===== src/rtl/itf_pkg.sv =====
`timescale 1ns / 1ps
// ----------------------------------------------------------------------------
// itf_pkg: shared types, constants and microcode program
// Conversion codes, character codes, control word layout and the read-only
// program that the step sequencer runs for every value.
// ----------------------------------------------------------------------------
package itf_pkg;

    // Field width saturates here
    localparam int MAX_WIDTH = 64;
    localparam int PAD_W     = $clog2(MAX_WIDTH + 1);

    // Longest digit string: octal of a 32-bit value
    localparam int MAX_DIGITS = 11;
    localparam int DIG_CNT_W  = $clog2(MAX_DIGITS + 1);
    localparam int DIG_IDX_W  = $clog2(MAX_DIGITS);

    // floor(v / 10) == (v * RECIP_TEN) >> RECIP_SHIFT for every 32-bit v
    localparam logic [31:0] RECIP_TEN   = 32'hCCCC_CCCD;
    localparam int          RECIP_SHIFT = 35;

    // Conversion codes
    localparam logic [2:0] CONV_SDEC  = 3'd0;
    localparam logic [2:0] CONV_UDEC  = 3'd1;
    localparam logic [2:0] CONV_LHEX  = 3'd2;
    localparam logic [2:0] CONV_UHEX  = 3'd3;
    localparam logic [2:0] CONV_OCT   = 3'd4;

    // Character codes
    localparam logic [7:0] CH_SPACE   = 8'h20;
    localparam logic [7:0] CH_MINUS   = 8'h2D;
    localparam logic [7:0] CH_ZERO    = 8'h30;
    localparam logic [7:0] CH_LOWER_X = 8'h78;
    localparam logic [7:0] CH_UPPER_X = 8'h58;
    localparam logic [7:0] CH_LOWER_A = 8'h61;
    localparam logic [7:0] CH_UPPER_A = 8'h41;

    typedef enum logic [1:0] {
        BASE_DEC,
        BASE_HEX,
        BASE_OCT
    } base_t;

    // Datapath action of one step
    typedef enum logic [3:0] {
        ACT_NOP,
        ACT_LOAD,
        ACT_DIV,
        ACT_REM,
        ACT_SIZE,
        ACT_EMIT_SPACE,
        ACT_EMIT_MINUS,
        ACT_EMIT_ZERO,
        ACT_EMIT_X,
        ACT_EMIT_ZPAD,
        ACT_EMIT_DIGIT
    } act_t;

    // Jump condition of one step: true jumps to target, false falls through
    typedef enum logic [3:0] {
        C_NEVER,
        C_ALWAYS,
        C_NO_REQ,
        C_MORE_DIGITS,
        C_NO_SPACE,
        C_PAD_LEFT,
        C_NOT_NEG,
        C_NOT_PRE,
        C_NO_ZEROPAD,
        C_DIGITS_LEFT
    } cond_t;

    typedef logic [3:0] step_t;

    localparam step_t STEP_IDLE  = 4'd0;
    localparam step_t STEP_DIV   = 4'd1;
    localparam step_t STEP_REM   = 4'd2;
    localparam step_t STEP_SIZE  = 4'd3;
    localparam step_t STEP_TSPC  = 4'd4;
    localparam step_t STEP_SPC   = 4'd5;
    localparam step_t STEP_TNEG  = 4'd6;
    localparam step_t STEP_NEG   = 4'd7;
    localparam step_t STEP_TPRE  = 4'd8;
    localparam step_t STEP_PRE0  = 4'd9;
    localparam step_t STEP_PREX  = 4'd10;
    localparam step_t STEP_TZPD  = 4'd11;
    localparam step_t STEP_ZPD   = 4'd12;
    localparam step_t STEP_DIG   = 4'd13;
    localparam step_t STEP_DONE  = 4'd14;

    typedef struct packed {
        act_t  act;
        cond_t cond;
        step_t target;
    } ctrl_word_t;

    // Status from the datapath that the jump conditions test
    typedef struct packed {
        logic req_valid;
        logic emit_ok;
        logic q_nonzero;
        logic no_space;
        logic pad_left;
        logic not_neg;
        logic not_pre;
        logic no_zeropad;
        logic digits_left;
    } itf_status_t;

    // Microcode ROM
    function automatic ctrl_word_t program_word(input step_t pc);
        ctrl_word_t w;
        unique case (pc)
            STEP_IDLE: w = '{ACT_LOAD,       C_NO_REQ,      STEP_IDLE};
            STEP_DIV:  w = '{ACT_DIV,        C_NEVER,       STEP_IDLE};
            STEP_REM:  w = '{ACT_REM,        C_MORE_DIGITS, STEP_DIV};
            STEP_SIZE: w = '{ACT_SIZE,       C_NEVER,       STEP_IDLE};
            STEP_TSPC: w = '{ACT_NOP,        C_NO_SPACE,    STEP_TNEG};
            STEP_SPC:  w = '{ACT_EMIT_SPACE, C_PAD_LEFT,    STEP_SPC};
            STEP_TNEG: w = '{ACT_NOP,        C_NOT_NEG,     STEP_TPRE};
            STEP_NEG:  w = '{ACT_EMIT_MINUS, C_NEVER,       STEP_IDLE};
            STEP_TPRE: w = '{ACT_NOP,        C_NOT_PRE,     STEP_TZPD};
            STEP_PRE0: w = '{ACT_EMIT_ZERO,  C_NEVER,       STEP_IDLE};
            STEP_PREX: w = '{ACT_EMIT_X,     C_NEVER,       STEP_IDLE};
            STEP_TZPD: w = '{ACT_NOP,        C_NO_ZEROPAD,  STEP_DIG};
            STEP_ZPD:  w = '{ACT_EMIT_ZPAD,  C_PAD_LEFT,    STEP_ZPD};
            STEP_DIG:  w = '{ACT_EMIT_DIGIT, C_DIGITS_LEFT, STEP_DIG};
            STEP_DONE: w = '{ACT_NOP,        C_ALWAYS,      STEP_IDLE};
            default:   w = '{ACT_NOP,        C_ALWAYS,      STEP_IDLE};
        endcase
        return w;
    endfunction

    function automatic logic is_emit(input act_t a);
        logic r;
        case (a) inside
            ACT_EMIT_SPACE, ACT_EMIT_MINUS, ACT_EMIT_ZERO, ACT_EMIT_X,
            ACT_EMIT_ZPAD, ACT_EMIT_DIGIT: r = 1'b1;
            default:                       r = 1'b0;
        endcase
        return r;
    endfunction

    // ASCII for one digit, "0123456789abcdef" or "0123456789ABCDEF"
    function automatic logic [7:0] digit_char(input logic [3:0] d, input logic upper);
        logic [7:0] c;
        if (d < 4'd10)
            c = CH_ZERO + 8'(d);
        else if (upper)
            c = CH_UPPER_A + 8'(d - 4'd10);
        else
            c = CH_LOWER_A + 8'(d - 4'd10);
        return c;
    endfunction

endpackage


===== src/rtl/itf_if.sv =====
`timescale 1ns / 1ps
// ----------------------------------------------------------------------------
// itf_if: request and character channels
// Valid/ready channels for the formatting request and the emitted characters.
// ----------------------------------------------------------------------------
interface itf_req_if;
    logic        valid;
    logic        ready;
    logic [31:0] value;
    logic [2:0]  conversion;
    logic [6:0]  field_width;
    logic        zero_pad;
    logic        hex_prefix;

    modport source (output valid, value, conversion, field_width, zero_pad, hex_prefix,
                    input ready);
    modport sink   (input valid, value, conversion, field_width, zero_pad, hex_prefix,
                    output ready);
endinterface

interface itf_char_if;
    logic       valid;
    logic       ready;
    logic [7:0] char_code;
    logic       last_char;

    modport source (output valid, char_code, last_char, input ready);
    modport sink   (input valid, char_code, last_char, output ready);
endinterface


===== src/rtl/itf_seq.sv =====
`timescale 1ns / 1ps
// ----------------------------------------------------------------------------
// itf_seq: microcode step sequencer
// Step counter over the program ROM with conditional jumps; holds on emit
// steps while the character register is full and not being drained.
// ----------------------------------------------------------------------------
module itf_seq
    import itf_pkg::*;
(
    input  logic        clk,
    input  logic        rst_n,
    input  itf_status_t status,
    output act_t        act
);

    step_t      pc_reg;
    step_t      pc_next;
    ctrl_word_t word;
    logic       cond_true;
    logic       hold;

    always_comb
    begin
        word = program_word(pc_reg);
        unique case (word.cond)
            C_NEVER:       cond_true = 1'b0;
            C_ALWAYS:      cond_true = 1'b1;
            C_NO_REQ:      cond_true = !status.req_valid;
            C_MORE_DIGITS: cond_true = status.q_nonzero;
            C_NO_SPACE:    cond_true = status.no_space;
            C_PAD_LEFT:    cond_true = status.pad_left;
            C_NOT_NEG:     cond_true = status.not_neg;
            C_NOT_PRE:     cond_true = status.not_pre;
            C_NO_ZEROPAD:  cond_true = status.no_zeropad;
            C_DIGITS_LEFT: cond_true = status.digits_left;
            default:       cond_true = 1'b1;
        endcase
        // stall an emit step until the character register frees up
        hold = is_emit(word.act) && !status.emit_ok;
        if (hold)
            pc_next = pc_reg;
        else if (cond_true)
            pc_next = word.target;
        else
            pc_next = pc_reg + step_t'(1);
        act = word.act;
    end

    always_ff @(posedge clk or negedge rst_n)
    begin
        if (!rst_n)
            pc_reg <= STEP_IDLE;
        else
            pc_reg <= pc_next;
    end

endmodule


===== src/rtl/integer_to_text_formatter.sv =====
`timescale 1ns / 1ps
// ----------------------------------------------------------------------------
// integer_to_text_formatter: printf-style integer to ASCII text
// Converts a 32-bit value to decimal, hex or octal text with field width,
// sign, prefix and padding, one character per output request.
// ----------------------------------------------------------------------------
// Flow: a new value is taken only after every character of the last one, the larger
//   of width and text length in number, has entered the character register; digit
//   extraction takes two steps per digit (divide: reciprocal multiply for decimal,
//   shift otherwise; then remainder).
// Reset: step counter returns to the idle step, character register empties;
//   digit store and payload registers are not reset.
module integer_to_text_formatter
    import itf_pkg::*;
(
    input  logic        clk,
    input  logic        rst_n,
    itf_req_if.sink     number,
    itf_char_if.source  text
);

    act_t        act;
    itf_status_t status;

    // Request registers
    logic [31:0]          val_reg,   val_next;
    logic [31:0]          q_reg,     q_next;
    base_t                base_reg,  base_next;
    logic                 upper_reg, upper_next;
    logic                 neg_reg,   neg_next;
    logic                 pre_reg,   pre_next;
    logic                 zpad_reg,  zpad_next;
    logic [PAD_W-1:0]     width_reg, width_next;
    logic [PAD_W-1:0]     pad_reg,   pad_next;
    logic [DIG_CNT_W-1:0] dcnt_reg,  dcnt_next;

    // Digit store, least significant digit at index 0
    logic [3:0]           digit_mem [MAX_DIGITS];

    // Character register
    logic                 ovalid_reg, ovalid_next;
    logic [7:0]           char_reg,   char_next;
    logic                 last_reg,   last_next;

    logic                 accept;
    logic                 emit_ok;
    logic                 out_load;
    logic [63:0]          prod;
    logic [3:0]           rem_digit;
    logic [3:0]           q_times_ten;
    logic [PAD_W-1:0]     body;
    logic [DIG_IDX_W-1:0] rd_idx;
    logic [31:0]          mag;
    logic                 is_neg;
    logic                 is_hex;

    itf_seq u_seq (
        .clk    (clk),
        .rst_n  (rst_n),
        .status (status),
        .act    (act)
    );

    assign number.ready = (act == ACT_LOAD);
    assign accept       = number.valid && number.ready;

    // Emit only into an empty register or one being drained this cycle
    assign emit_ok  = !ovalid_reg || text.ready;
    assign out_load = is_emit(act) && emit_ok;

    // Reciprocal multiply for divide by ten; remainder from low bits only
    assign prod        = 64'(val_reg) * 64'(RECIP_TEN);
    assign q_times_ten = {q_reg[2:0], 1'b0} + {q_reg[0], 3'b000};
    assign rd_idx      = DIG_IDX_W'(dcnt_reg - DIG_CNT_W'(1));

    assign is_neg = (number.conversion == CONV_SDEC) && number.value[31];
    assign is_hex = (number.conversion == CONV_LHEX) || (number.conversion == CONV_UHEX);
    assign mag    = is_neg ? (32'd0 - number.value) : number.value;

    assign body = PAD_W'(dcnt_reg) + PAD_W'(neg_reg) + PAD_W'({pre_reg, 1'b0});

    always_comb
    begin
        status.req_valid   = number.valid;
        status.emit_ok     = emit_ok;
        status.q_nonzero   = (q_reg != 32'd0);
        status.no_space    = zpad_reg || (pad_reg == '0);
        status.pad_left    = (pad_reg != PAD_W'(1));
        status.not_neg     = !neg_reg;
        status.not_pre     = !pre_reg;
        status.no_zeropad  = !zpad_reg || (pad_reg == '0);
        status.digits_left = (dcnt_reg != DIG_CNT_W'(1));
    end

    always_comb
    begin
        case (base_reg)
            BASE_HEX: rem_digit = val_reg[3:0];
            BASE_OCT: rem_digit = {1'b0, val_reg[2:0]};
            default:  rem_digit = val_reg[3:0] - q_times_ten;
        endcase
    end

    // Datapath next state, selected by the current step's action
    always_comb
    begin
        val_next   = val_reg;
        q_next     = q_reg;
        base_next  = base_reg;
        upper_next = upper_reg;
        neg_next   = neg_reg;
        pre_next   = pre_reg;
        zpad_next  = zpad_reg;
        width_next = width_reg;
        pad_next   = pad_reg;
        dcnt_next  = dcnt_reg;
        char_next  = char_reg;
        last_next  = 1'b0;

        unique case (act) inside
            ACT_LOAD:
            begin
                if (accept)
                begin
                    val_next   = mag;
                    neg_next   = is_neg;
                    upper_next = (number.conversion == CONV_UHEX);
                    pre_next   = is_hex && number.hex_prefix && (number.value != 32'd0);
                    zpad_next  = number.zero_pad;
                    dcnt_next  = '0;
                    if (is_hex)
                        base_next = BASE_HEX;
                    else if (number.conversion == CONV_OCT)
                        base_next = BASE_OCT;
                    else
                        base_next = BASE_DEC;
                    // saturate the requested width
                    if (number.field_width > 7'(MAX_WIDTH))
                        width_next = PAD_W'(MAX_WIDTH);
                    else
                        width_next = PAD_W'(number.field_width);
                end
            end
            ACT_DIV:
            begin
                case (base_reg)
                    BASE_HEX: q_next = val_reg >> 4;
                    BASE_OCT: q_next = val_reg >> 3;
                    default:  q_next = 32'(prod >> RECIP_SHIFT);
                endcase
            end
            ACT_REM:
            begin
                val_next  = q_reg;
                dcnt_next = dcnt_reg + DIG_CNT_W'(1);
            end
            ACT_SIZE:
            begin
                pad_next = (width_reg > body) ? (width_reg - body) : '0;
            end
            ACT_EMIT_SPACE, ACT_EMIT_ZPAD:
            begin
                if (emit_ok)
                begin
                    pad_next  = pad_reg - PAD_W'(1);
                    char_next = (act == ACT_EMIT_SPACE) ? CH_SPACE : CH_ZERO;
                end
            end
            ACT_EMIT_MINUS:
            begin
                if (emit_ok)
                    char_next = CH_MINUS;
            end
            ACT_EMIT_ZERO:
            begin
                if (emit_ok)
                    char_next = CH_ZERO;
            end
            ACT_EMIT_X:
            begin
                if (emit_ok)
                    char_next = upper_reg ? CH_UPPER_X : CH_LOWER_X;
            end
            ACT_EMIT_DIGIT:
            begin
                // digits run most significant first and always close the text
                if (emit_ok)
                begin
                    char_next = digit_char(digit_mem[rd_idx], upper_reg);
                    last_next = (dcnt_reg == DIG_CNT_W'(1));
                    dcnt_next = dcnt_reg - DIG_CNT_W'(1);
                end
            end
            default:
            begin
            end
        endcase

        if (out_load)
            ovalid_next = 1'b1;
        else if (text.ready)
            ovalid_next = 1'b0;
        else
            ovalid_next = ovalid_reg;
    end

    // Control state
    always_ff @(posedge clk or negedge rst_n)
    begin
        if (!rst_n)
        begin
            ovalid_reg <= 1'b0;
            dcnt_reg   <= '0;
            pad_reg    <= '0;
        end
        else
        begin
            ovalid_reg <= ovalid_next;
            dcnt_reg   <= dcnt_next;
            pad_reg    <= pad_next;
        end
    end

    // Payload registers
    always_ff @(posedge clk)
    begin
        val_reg   <= val_next;
        q_reg     <= q_next;
        base_reg  <= base_next;
        upper_reg <= upper_next;
        neg_reg   <= neg_next;
        pre_reg   <= pre_next;
        zpad_reg  <= zpad_next;
        width_reg <= width_next;
        if (out_load)
        begin
            char_reg <= char_next;
            last_reg <= last_next;
        end
    end

    // Digit store write
    always_ff @(posedge clk)
    begin
        if (act == ACT_REM)
            digit_mem[dcnt_reg[DIG_IDX_W-1:0]] <= rem_digit;
    end

    assign text.valid     = ovalid_reg;
    assign text.char_code = char_reg;
    assign text.last_char = last_reg;

    // Digit count never runs past the store
    a_dcnt_bound: assert property (@(posedge clk) disable iff (!rst_n)
        dcnt_reg <= DIG_CNT_W'(MAX_DIGITS))
        else $error("digit count beyond digit store");

    // A new request starts with an empty digit store
    a_load_clears: assert property (@(posedge clk) disable iff (!rst_n)
        accept |=> dcnt_reg == '0)
        else $error("digit count not cleared on request");

    // The final character leaves no digit behind
    a_last_drains: assert property (@(posedge clk) disable iff (!rst_n)
        (out_load && last_next) |=> dcnt_reg == '0)
        else $error("last character emitted with digits pending");

    // Extraction never writes past the last entry
    a_rem_room: assert property (@(posedge clk) disable iff (!rst_n)
        act == ACT_REM |-> dcnt_reg < DIG_CNT_W'(MAX_DIGITS))
        else $error("digit written beyond store");

endmodule


===== src/flat_wrapper.sv =====
// flat-port wrapper written by rule: the top's interface ports become plain ports
module integer_to_text_formatter_flat import itf_pkg::*;
  (clk, rst_n, number_valid, number_value, number_conversion, number_field_width, number_zero_pad, number_hex_prefix, number_ready, text_valid, text_char_code, text_last_char, text_ready);
  itf_req_if number_i ();
  itf_char_if text_i ();
  input  logic clk;
  input  logic rst_n;
  input wire logic [$bits(number_i.valid)-1:0] number_valid;
  input wire logic [$bits(number_i.value)-1:0] number_value;
  input wire logic [$bits(number_i.conversion)-1:0] number_conversion;
  input wire logic [$bits(number_i.field_width)-1:0] number_field_width;
  input wire logic [$bits(number_i.zero_pad)-1:0] number_zero_pad;
  input wire logic [$bits(number_i.hex_prefix)-1:0] number_hex_prefix;
  output wire logic [$bits(number_i.ready)-1:0] number_ready;
  output wire logic [$bits(text_i.valid)-1:0] text_valid;
  output wire logic [$bits(text_i.char_code)-1:0] text_char_code;
  output wire logic [$bits(text_i.last_char)-1:0] text_last_char;
  input wire logic [$bits(text_i.ready)-1:0] text_ready;
  assign number_i.valid = number_valid;
  assign number_i.value = number_value;
  assign number_i.conversion = number_conversion;
  assign number_i.field_width = number_field_width;
  assign number_i.zero_pad = number_zero_pad;
  assign number_i.hex_prefix = number_hex_prefix;
  assign number_ready = number_i.ready;
  assign text_valid = text_i.valid;
  assign text_char_code = text_i.char_code;
  assign text_last_char = text_i.last_char;
  assign text_i.ready = text_ready;
  integer_to_text_formatter u_core (.clk(clk), .rst_n(rst_n), .number(number_i), .text(text_i));
endmodule

===== config.mk =====
export PLATFORM = sky130hd
export DESIGN_NAME = integer_to_text_formatter_flat
export DESIGN_NICKNAME = d
export VERILOG_FILES = /design/src/rtl/itf_pkg.sv /design/src/rtl/itf_if.sv /design/src/rtl/itf_seq.sv /design/src/rtl/integer_to_text_formatter.sv /design/src/flat_wrapper.sv
export SDC_FILE = /design/constraint.sdc
export NUM_CORES = 1
export LEC_CHECK = 0
export BUFFER_PORTS_ARGS = -buffer_cell sky130_fd_sc_hd__buf_2
export CAP_MARGIN = 20
export CORE_MARGIN = 2
export CORE_UTILIZATION = 45
export CTS_CLUSTER_SIZE = 16
export DETAILED_ROUTE_END_ITERATION = 10
export PLACE_DENSITY = 0.58
export SLEW_MARGIN = 10
export SYNTH_ARGS = -nofsm -noshare
export SYNTH_HDL_FRONTEND = slang
export SYNTH_SLANG_ARGS = --single-unit

===== constraint.sdc =====
create_clock -name clk -period 8.3 [get_ports clk]
set_input_delay 1.66 -clock clk [delete_from_list [all_inputs] [get_ports clk]]
set_output_delay 1.66 -clock clk [all_outputs]
set_load 0.01 [all_outputs]

== After elaboration in Yosys (flattened, before gate mapping) ==
Memories as Yosys holds them, arrays and structs flattened.
Index checks and enable logic that the tools add are counted.
Word-level totals
  flip-flop bits (word level): 102
  RAM bits: 44
  ROM bits: 192
  bits of input ports: 48
  output and inout bits: 11
  memories: 2
Cells by class
  add/subtract/negate cells: 14
  multiply operators: 1
  $lt $le $gt $ge: 3
  eq/ne operators: 32
  multiplexer cells: 29
  reduce and logical (&&, ||, !) cells: 34
Memories
  (no name shown): words 16, bits a word 12, read ports 1, clocked after memory_dff 0, write ports 0, RTL line itf_pkg.sv:113  | unique case (pc)
  u_core.digit_mem: words 11, bits a word 4, read ports 1, clocked after memory_dff 0, write ports 1, RTL line integer_to_text_formatter.sv:38  | logic [3:0] digit_mem [MAX_DIGITS];
Operator list (number)
  $mul 32x32->64 const B: 1
  $mux 32: 2
  $pmux 32 s2: 1
  $reduce_bool 32->1: 2
  $pmux 29 s2: 1
  $mux 8: 7
  $pmux 8 s5: 1
  $eq 4x3->1 const B: 8
  $sub 1x32->32 const A: 1
  $eq 4x4->1 const B: 5
  $add 7x8->8 const A: 2
  $eq 4x2->1 const B: 4
  $mux 7: 2
  $pmux 7 s2: 1
  $mux 4: 3
  $pmux 4 s3: 1
  $ne 2x1->1 const B: 5
  $pmux 1 s9: 1
  $add 4x1->4 const B: 2
  $eq 4x1->1 const B: 2
  $pmux 4 s2: 1
  $reduce_and 2->1: 4
  $add 6x4->7 const A: 1
  $add 7x2->7: 1
  34 further kinds: 54

== Logic depth before layout (Yosys ltp) ==
Gate-level depths: netlist of the first run.
An unclocked memory read counts as a cell.
  depth in word-level cells: 8
  depth in mapped cells: 27

== By module ==
From an unflattened synthesis of the first run, not the netlist that was laid out.
Unflattened totals
  cells, all modules: 2631
  area total of the unflattened synthesis: 25863.6 sq um
Modules (own cells, without submodules)
  integer_to_text_formatter: times used 1, cells each 2521, area an instance 24948.9 sq um
  itf_seq: times used 1, cells each 110, area an instance 914.6 sq um

== Worst setup path before layout of the first run ==
OpenSTA, ideal clock, no wires.
  kind: reg2reg
  from: reg u_core.val_reg[8]
  to: reg u_core.q_reg[26], data pin
  arrival time: 6.816 ns
  path slack: 1.217 ns
  stages on the path, launching flop included: 24
  clock period less this slack: 7.083 ns
  path through: edfxtp_1 > ha_1 > clkbuf_1 > xnor2_1 > o21ai_0 > fa_1 > inv_1 > fa_1 > fa_1 > inv_1 > fa_1 > fa_1 > inv_1 > fa_1 > inv_1 > ha_1 > nand2_1 > nor2_1 > nand4_1 > o41ai_2 > a41oi_2 > o41ai_2 > mux2i_1 > nor3_2
Between the ends
  cells in the longest elaborated chain, start to end: 2
RTL lines
  start, declared: RTL line integer_to_text_formatter.sv:26  | logic [31:0] val_reg, val_next;
  start signal, assigned: RTL line integer_to_text_formatter.sv:227  | val_reg <= val_next;
  $mul 32x32->64: RTL line integer_to_text_formatter.sv:72  | assign prod = 64'(val_reg) * 64'(RECIP_TEN);
  $pmux 29 s2: RTL line integer_to_text_formatter.sv:146  | case (base_reg)
  end signal, assigned: RTL line integer_to_text_formatter.sv:228  | q_reg <= q_next;
  end, declared: RTL line integer_to_text_formatter.sv:27  | logic [31:0] q_reg, q_next;
No other way between the ends.
A chain may end at the register's enable or synchronous reset.

== Worst setup path in the final report of the first run ==
  from: reg u_core.val_reg[1]
  to: reg u_core.q_reg[20], data pin
Same word-level chain as after synthesis.

==> metrics, run 1 <==
GP Congestion=between 0.9 and 1; Worst-Margin Slew=799.2 ps; largest net degree at the start of global routing=75; Final Hold Vio Count=0; Max-Cap Viols=0; metal3 WL=3756 µm; min-delay worst type=flip-flop to flip-flop; unrepaired setup endpoints after global routing=no; first-pass GRT wire length=117,800 µm; Setup crit end kind=flip-flop; setup tns final=0 ps; Fmax=123.6 MHz; First-pass DRT Iterations=8; Clock Skews=roughly 14 ps; antenna diode count=0; Syn Std Cell Area=0.02545 mm²; Clock Tree Buf Depth=2; clk_lat worst skew=450 ps; P&R area growth vs syn=8.952%; syn nets=~3,400; antenna violations before repair=0; hpwl dp=~67,000 µm; vias=between 15,000 and 20,000; Max Transition Viols Final=0; width of the die=approximately 240 µm; ys async rst share=0.1119; Setup violations, final=0; Seq/Total Area, Yosys=0.1656; gr ovfl total=0; final period utilization=0.9752; Most used DFF post-synth=edfxtp_1; Root Driver=clkbuf_16; DR top layer=met4; hold path depth=2; H-tree lvl count=4; reg-to-reg slack, setup=210 ps; gr usage total=0.2686; Ys Warns=0; clk sinks=143; CP startpoint kind=flip-flop; Vias/cell=about 5.4; cts bufs inserted=17; minimum clock period=8094 ps; core area=between 0.05 and 0.06 mm²; die height=~240 µm; Routed met2 length=approximately 37,000 µm; Yosys cell types=79; Cells after Synth=2,572; Initial DRC Count=1,169; Mapped Avg Cell Area=9.895 µm²; routed length per placed instance=about 22 µm; Arr. time, crit path=8300 ps; Fillers=roughly 5,400; I/O Buffers=58; DIE AREA=0.05847 mm²; # rows=87; initial core utilization=0.4531; Post-synth EDFFs=127; CP required=8510 ps; antenna-violating nets left=0; number of global-route vias before repair=19,617; # nets final=3,484; clock-pin slew on the worst setup and hold paths=70 ps; max reg flops=44; FF+latch count, synth=143; CTS tree=yes; WS Path Type=flip-flop to flip-flop; worst r2r path cells=24; layout cell share with drive strength beyond 1=0.07873; worst-path fanout max=9; status=finished, final reports clean; Relative slew margins=0.4519; io pins=59; DRC=0; Routed WL=75,980 µm; wl on met1=32,010 µm
-- layout make-up --
type                            instances  area, µm²  share of cell area
Tap cell                              756      945.9             0.03411
Clock buffer                           17      425.4             0.01534
Multi-Input combinational cell       1734      18670              0.6732
Inverter                              631       2369             0.08542
Timing Repair Buffer                  140      900.9             0.03249
Sequential cell                       143       4214              0.1520
Clock inverter                         15      207.7            0.007490
-- critical path, stage by stage, from the launching register on --
cell       delay (ps)
edfxtp_1          620
ha_2              420
xor2_1            230
ha_1              240
or2_2             330
fa_1              630
fa_1              480
fa_1              510
fa_1              430
fa_1              490
inv_1              50
fa_1              490
inv_1              40
ha_1              370
nand4_2           150
buf_4             180
nor3_2            330
o2111ai_1         240
a21oi_1           340
a311oi_1          100
buf_4             200
nor3_2            260
a41o_1            330
nand4_1           120
a41o_1            250
-- metal layers --
metal	vias up	GRT usage
met1	9250	0.3544
met5	-	0
li1	8584	-
met2	533	0.4482
met4	0	0.1069
met3	107	0.03618
-- cells in the final DEF (no fill, tap or decap), types with 63 or more instances in the layout --
master	Yosys	routed
inv_1	631	631
fa_1	387	387
ha_1	382	376
a21oi_1	137	137
edfxtp_1	127	127
o21ai_0	114	111
nand2_1	110	110
nor2_1	89	87
buf_4	2	80
xnor2_1	63	63
-- path summary, 6_finish.rpt --
kind / from / to
worst max-delay path: u_core.val_reg[1] / u_core.q_reg[20]
worst min-delay path: u_core.pad_reg[5] / u_core.pad_reg[5]
worst max register to register: u_core.val_reg[1] / u_core.q_reg[20]
worst min register to register: u_core.pad_reg[5] / u_core.pad_reg[5]
max in group asynchronous: rst_n / u_core.dcnt_reg[1]
min in group asynchronous: rst_n / u_core.u_seq.pc_reg[1]
-- cells in the mapped netlist, types with 26 or more instances --
| cell | instances | area (µm²) |
|---|---|---|
| inv_1 | 631 | 2369 |
| fa_1 | 387 | 7747 |
| xnor2_1 | 63 | 551.8 |
| a221oi_1 | 27 | 236.5 |
| nand2_1 | 110 | 412.9 |
| nor2_1 | 89 | 334.1 |
| o21ai_0 | 114 | 570.6 |
| clkbuf_1 | 44 | 165.2 |
| nor3_1 | 26 | 130.1 |
| xor2_1 | 59 | 516.8 |
| ha_1 | 382 | 4780 |
| a21o_1 | 58 | 435.4 |
| nand3_1 | 29 | 145.1 |
| edfxtp_1 | 127 | 3814 |
| a21oi_1 | 137 | 685.7 |
-- repair_timing --
action                     in CTS  in global routing
setup endpoints to repair       0                  8
setup buffers                   0                  2
hold endpoints to repair        0                  0
hold buffers                    0                  0
gates resized for setup         0                 12
-- metrics by stage --
stage | worst slack (ps) | area, µm² | hold WS (ps) | cells | util
after floorplan | 1217 | 25450 | 461.4 | 2572 | -
after global placement | 96.44 | 27020 | 491.6 | 3400 | 0.4810
after detailed placement | 50.08 | 27020 | 516.7 | 3400 | 0.4810
after CTS | 15.08 | 27650 | 530.3 | 3432 | 0.4923
after global routing | 8.179 | 27730 | 593.5 | 3436 | 0.4937
final | 206.2 | 27730 | 520.8 | 3436 | 0.4937
-- kinds of logic after synthesis --
logic type                 Yosys count  share of synthesized area
buffers and inverters              695                     0.1035
DFF                                143                     0.1656
muxes                               27                    0.01470
and+or+nand+nor                    388                    0.07674
adders and majority gates          769                     0.4922
xor gates and xnor gates           122                    0.04198
AOI/OAI and AO/OA                  428                     0.1053
Power of run 1 is not shown: default switching activity piles up to over one toggle a cycle in this logic, so the estimate is an artifact.
==> inputs of run 2 (changes only) <==
--- a/config.mk
+++ b/config.mk
@@ -5,8 +5,7 @@
 export SDC_FILE = /design/constraint.sdc
 export NUM_CORES = 1
 export LEC_CHECK = 0
-export BUFFER_PORTS_ARGS = -buffer_cell sky130_fd_sc_hd__buf_2
-export CAP_MARGIN = 20
+export BUFFER_PORTS_ARGS = -buffer_cell sky130_fd_sc_hd__buf_4
 export CORE_MARGIN = 2
 export CORE_UTILIZATION = 45
 export CTS_CLUSTER_SIZE = 16
==> metrics, run 2 (synthesis gave the netlist of run 1 again) <==
gr ovfl total=0 (unchanged); hold_buf cts=0 (unchanged); cts bufs inserted=17 (unchanged); unrepaired setup endpoints after global routing=no; Clock Skews=12.71 ps (-1.021 ps); antenna diode count=0 (unchanged); clock-pin slew on the worst setup and hold paths=70 ps (about the same); min-delay worst type=flip-flop to flip-flop; most common cell after layout, fill and taps aside=inv_1; Final Hold Vio Count=0 (unchanged); WS Path Type=flip-flop to flip-flop; Routed WL=75,350 µm (-0.83%); CP cell instances=ha_1 > xor2_1 > ha_1 > or2_2 > fa_1 > fa_1 > fa_1 > fa_1 > fa_1 > inv_1 > fa_1 > inv_1 > ha_1 > nand4_2 > nor3_2 > o2111ai_1 > a21oi_2 > a311oi_1 > buf_4 > nor3_1 > a41o_1 > nand4_1 > a41o_1; CP startpoint kind=flip-flop; Arr. time, crit path=8260 ps (-40 ps); hpwl dp=66,490 µm (-1.4%); Vias/cell=5.419 (+0.80%); number of global-route vias before repair=19,725 (+0.55%); I/O Buffers=58 (unchanged); Worst path max stage delay=590 ps (-40 ps); final period utilization=0.9724 (-0.002732); DIE AREA=0.05847 mm² (unchanged); worst-path fanout max=9 (unchanged); initial core utilization=0.4531 (unchanged); die height=241.8 µm (unchanged); antenna violations before repair=0 (unchanged); CP most frequent cell=fa_1; Setup violations, final=0 (unchanged); slowest stage cell on the critical path=edfxtp_1; max reg flops=44 (unchanged); Root Driver=clkbuf_16; io pins=59 (unchanged); gr usage total=0.2658 (-0.002810); status=finished, final reports clean; minimum clock period=8071 ps (-22.68 ps); Setup crit end kind=flip-flop; core area=0.05617 mm² (unchanged); # nets final=3,477 (-0.20%); GP Congestion=0.9801 (+0.58%); width of the die=241.8 µm (unchanged); clk_lat worst skew=440 ps (about the same); H-tree lvl count=4 (unchanged); # rows=87 (unchanged); Max Transition Viols Final=0 (unchanged); CTS tree=yes; Worst-Margin Slew=1151 ps (+352.1 ps); Clock Tree Buf Depth=2 (unchanged); First-pass DRT Iterations=5 (-3); routed length per placed instance=21.98 µm (-0.63%); vias=18,583 (+0.59%); Relative slew margins=0.2243 (-0.2276); DRC=0 (unchanged); first-pass GRT wire length=117,300 µm (-0.46%); Fmax=123.9 MHz (+0.28%); layout cell share with drive strength beyond 1=0.07407 (-0.004657); CP required=8490 ps (-20 ps); antenna-violating nets left=0 (unchanged); largest net degree at the start of global routing=75 (unchanged); setup tns final=0 ps (unchanged); clk sinks=143 (unchanged); most frequent cells in the layout=inv_1, fa_1, ha_1, a21oi_1, buf_4; P&R area growth vs syn=9.070%; Max-Cap Viols=0 (unchanged); Initial DRC Count=1,238 (+5.9%)
==> run 2: cell types whose count changed in the layout (fill, tap and decap cells not counted), sizes merged <==
cell | previous run | this run
buf | 140 | 133
bufinv | 4 | 2
clkbuf | 17 | 19
clkinv | 6 | 3
clkinvlp | 0 | 2
inv | 636 | 637
==> run 2: final timing paths <==
path	to	depth (start not counted)	start	slack [ps]
setup / recovery	u_core.q_reg[20]	23	u_core.val_reg[1]	230
max in group asynchronous	u_core.dcnt_reg[3]	1	rst_n	7030
hold / removal	u_core.pad_reg[6]	2	u_core.pad_reg[6]	540
hold reg to reg	u_core.pad_reg[6]	2	u_core.pad_reg[6]	540
min in group asynchronous	u_core.u_seq.pc_reg[0]	1	rst_n	1070
setup reg to reg	u_core.q_reg[20]	23	u_core.val_reg[1]	230
==> run 2: timing repair <==
action	in CTS	in global routing
resized for setup	0	4
buffers inserted	0	3
endpoints found under the hold margin	0	0
setup endpoints to repair	0	6
==> run 2: final cells by class <==
cell class              count  area [µm²]
clock buffers              19       432.9
clock inverters            13       152.6
fillers                  5338       28410
inverters                 631        2369
multi-input cells        1734       18650
flip-flops and latches    143        4214
well taps                 756       945.9
repair buffers            133       998.5
==> run 2: stage by stage <==
stage | setup slack (ps) | cells | area [µm²] | util | hold WS [ps]
floorplan | 1217 | 2572 | 25450 | - | 461.4
global route | 30.93 | 3429 | 27760 | 0.4942 | 585.9
global placement | 164.0 | 3394 | 27120 | 0.4828 | 488.5
detailed placement | 147.8 | 3394 | 27120 | 0.4828 | 531.3
finish | 228.9 | 3429 | 27760 | 0.4942 | 541.6
CTS | 133.3 | 3426 | 27710 | 0.4933 | 548.3
==> run 2: critical path: cells and delay by family (launching register included) <==
kind,cells,cell delay (ps)
compound gates,5,1220
xor+xnor,1,240
fa+ha+maj,9,4060
buf+inv,3,300
flops,1,590
simple gates,5,1390
==> run 2: routing by layer <==
metal  GRT usage  vias to the layer above  wire length [µm]
li1            -                     8562                 -
met1      0.3514                     9369             31850
met2      0.4419                      538             36250
met3     0.03618                      114              3874
met4      0.1071                        0              3378
met5           0                        -                 0
Power of run 2 is left out for the same reason.
==> inputs of run 3 (changes only) <==
--- a/config.mk
+++ b/config.mk
@@ -8,10 +8,12 @@
 export BUFFER_PORTS_ARGS = -buffer_cell sky130_fd_sc_hd__buf_4
 export CORE_MARGIN = 2
 export CORE_UTILIZATION = 45
-export CTS_CLUSTER_SIZE = 16
+export CTS_CLUSTER_SIZE = 24
 export DETAILED_ROUTE_END_ITERATION = 10
 export PLACE_DENSITY = 0.58
+export RECOVER_POWER = 25
 export SLEW_MARGIN = 10
 export SYNTH_ARGS = -nofsm -noshare
 export SYNTH_HDL_FRONTEND = slang
+export SYNTH_HIERARCHICAL = 1
 export SYNTH_SLANG_ARGS = --single-unit
==> metrics, run 3 <==
Clock Tree Buf Depth=2 (unchanged); Fmax=122.0 MHz (-1.5%); slowest stage cell on the critical path=edfxtp_1; syn nets=3,450 (+1.8%); Syn Std Cell Area=0.02586 mm² (+1.6%); P&R area growth vs syn=9.162% (about the same); Storage cell area=0.004214 mm² (unchanged); DRC=0 (unchanged); max reg flops=44 (unchanged); clk sinks=143 (unchanged); First-pass DRT Iterations=5 (unchanged); post-layout util=0.4988 (+0.004576); ys async rst share=0.1119 (unchanged); first-pass GRT wire length=119,100 µm (+1.5%); Ys Warns=6 (+6); worst r2r path cells=21 (-8.7%); gr ovfl total=0 (unchanged); Worst path max stage delay=650 ps (+60 ps); Setup crit end kind=flip-flop; HP Start=u_core/pad_reg[6]; routed length per placed instance=22.25 µm (+1.2%); reg-to-reg startpoint=u_core/val_reg[5]; Critical R2R Capture=u_core/q_reg[26]; worst-path fanout max=10 (+1); CP required=8570 ps (+80 ps); initial core utilization=0.4569 (+0.003809); biggest area consumer among synthesized cells=fa_1; WS Path Type=flip-flop to flip-flop; CP startpoint kind=flip-flop; Cells after Synth=2,631 (+2.3%); Area contributors post-synth=fa_1, ha_1, edfxtp_1, inv_1, a21oi_1; CP cell instances=ha_1 > ha_1 > or2_2 > fa_1 > fa_1 > fa_1 > fa_1 > fa_1 > inv_1 > fa_1 > inv_1 > ha_1 > nand4_1 > or3_1 > or4_4 > a211oi_2 > nor3_2 > a31oi_4 > a41oi_1 > o211ai_1 > nor3b_1; final period utilization=0.9873 (+0.01492); io pins=59 (unchanged); Fillers=5,385 (+0.88%); Routed WL=78,020 µm (+3.5%); most frequent cells in the layout=inv_1, fa_1, ha_1, buf_4, a21oi_1; clk_lat worst skew=450 ps (about the same); Yosys cell types=82 (+3.8%); hold_buf cts=0 (unchanged); Root Driver=clkbuf_16; Clock Skews=12.78 ps (+0.07380 ps); # rows=87 (unchanged); Worst-Margin Slew=1118 ps (-33.67 ps); vias=18,776 (+1.0%); minimum clock period=8195 ps (+123.9 ps); width of the die=243.7 µm (+0.80%); Max Transition Viols Final=0 (unchanged); status=finished, final reports clean; layout cell share with drive strength beyond 1=0.07488 (+0.0008078); Arr. time, crit path=8460 ps (+200 ps); footprint of the multi-input gates=0.01892 mm² (+1.5%); Most used DFF post-synth=edfxtp_1; Relative slew margins=0.2470 (+0.02268); Yosys top cell area share=0.3003 (-0.004086); hold path depth=2 (unchanged); Initial DRC Count=1,164 (-6.0%); I/O Buffers=58 (unchanged); Max-Cap Viols=0 (unchanged); clock-pin slew on the worst setup and hold paths=60 ps (about the same); Vias/cell=5.354 (-1.2%); Synth top cells by count=inv_1, fa_1, ha_1, a21oi_1; reg-to-reg slack, setup=110 ps (-120 ps); gr usage total=0.2714 (+0.005603); antenna violations before repair=0 (unchanged); largest net degree at the start of global routing=76 (+1.3%); GP Congestion=0.9767 (-0.35%); antenna-violating nets left=0 (unchanged); CP endpoint=u_core/q_reg[26]; DIE AREA=0.05941 mm² (+1.6%); # nets final=3,557 (+2.3%); antenna diode count=0 (unchanged); Setup crit start=u_core/val_reg[5]; Setup violations, final=0 (unchanged); hpwl dp=68,920 µm (+3.7%); min-delay worst type=flip-flop to flip-flop; unrepaired setup endpoints after global routing=yes; Post-synth EDFFs=127 (unchanged); FF+latch count, synth=143 (unchanged); CP most frequent cell=fa_1; most common cell after layout, fill and taps aside=inv_1; core area=0.05660 mm² (+0.78%); Mapped Avg Cell Area=9.830 µm² (-0.66%); H-tree lvl count=4 (unchanged); number of global-route vias before repair=19,725 (unchanged); Final Hold Vio Count=0 (unchanged); count leader, synth=inv_1; cts bufs inserted=17 (unchanged); CTS tree=yes; die height=243.7 µm (+0.80%); Seq/Total Area, Yosys=0.1629 (-0.002643)
[run 3: cell count changes after synthesis, moves of 6 or more]
cell / previous run / this run
inv_1: 631 / 655
nand2_1: 110 / 127
nor2b_1: 17 / 30
o21ai_0: 114 / 102
clkbuf_1: 44 / 55
nand3_1: 29 / 20
nor2_1: 89 / 81
a21o_1: 58 / 51
buf_2: 13 / 6
o211ai_1: 5 / 12
o31ai_1: 3 / 10
o21a_1: 5 / 11
[run 3: area by class of cell]
cell class,count,share of cell area
multi-input cells,1763,0.6701
flip-flops and latches,143,0.1493
inverters,657,0.08735
repair buffers,156,0.03949
well taps,756,0.03350
clock buffers,21,0.01560
clock inverters,11,0.004742
[run 3: stage by stage]
| step | setup WS, ps | cell area [µm²] | setup TNS, ps | hold slack, ps | cells |
|---|---|---|---|---|---|
| finish | 105.1 | 28230 | 0 | 521.2 | 3507 |
| global placement | -44.04 | 27670 | -44.04 | 490.0 | 3471 |
| detailed placement | 16.78 | 27670 | 0 | 510.6 | 3471 |
| global route | -118.4 | 28230 | -118.4 | 555.2 | 3507 |
| CTS | 71.98 | 28260 | 0 | 524.6 | 3505 |
| floorplan | 1031 | 25860 | 0 | 472.6 | 2631 |
[run 3: worst max-delay path, delay by kind of cell (launching register included)]
family,cells,cell delay [ps]
and+or+nand+nor,6,1920
AOI/OAI and AO/OA,4,1050
adders and majority gates,9,4270
DFF,1,650
buffers and inverters,2,100
[run 3: routing by layer]
metal | vias to the layer above | track usage | wire, µm
met3 | 129 | 0.05783 | 4238
li1 | 8792 | - | -
met5 | - | 0 | 0
met1 | 9400 | 0.3502 | 32900
met4 | 0 | 0.1150 | 3813
met2 | 455 | 0.4418 | 37070
[run 3: cells by family after synthesis]
kind of cell	count (synthesis)	synth area share
flops	143	0.1629
simple gates	413	0.08142
buf+inv	725	0.1067
mux	29	0.01582
xor+xnor	115	0.03894
compound gates	435	0.1086
fa+ha+maj	771	0.4856
[run 3: worst min-delay path by stage]
stage	to	slack, ps
finish	u_core/pad_reg[6]	520
CTS	u_core/pad_reg[1]	520
detailed placement	u_core/pad_reg[6]	510
floorplan	u_core/pad_reg[1]	470
global placement	u_core/pad_reg[6]	490
global route	u_core/pad_reg[1]	560
[run 3: what timing repair did]
action                     CTS  global route
setup endpoints to repair    1            10
gates resized for setup      0             5
setup buffers                2             2
Power of run 3 is left out for the same reason.
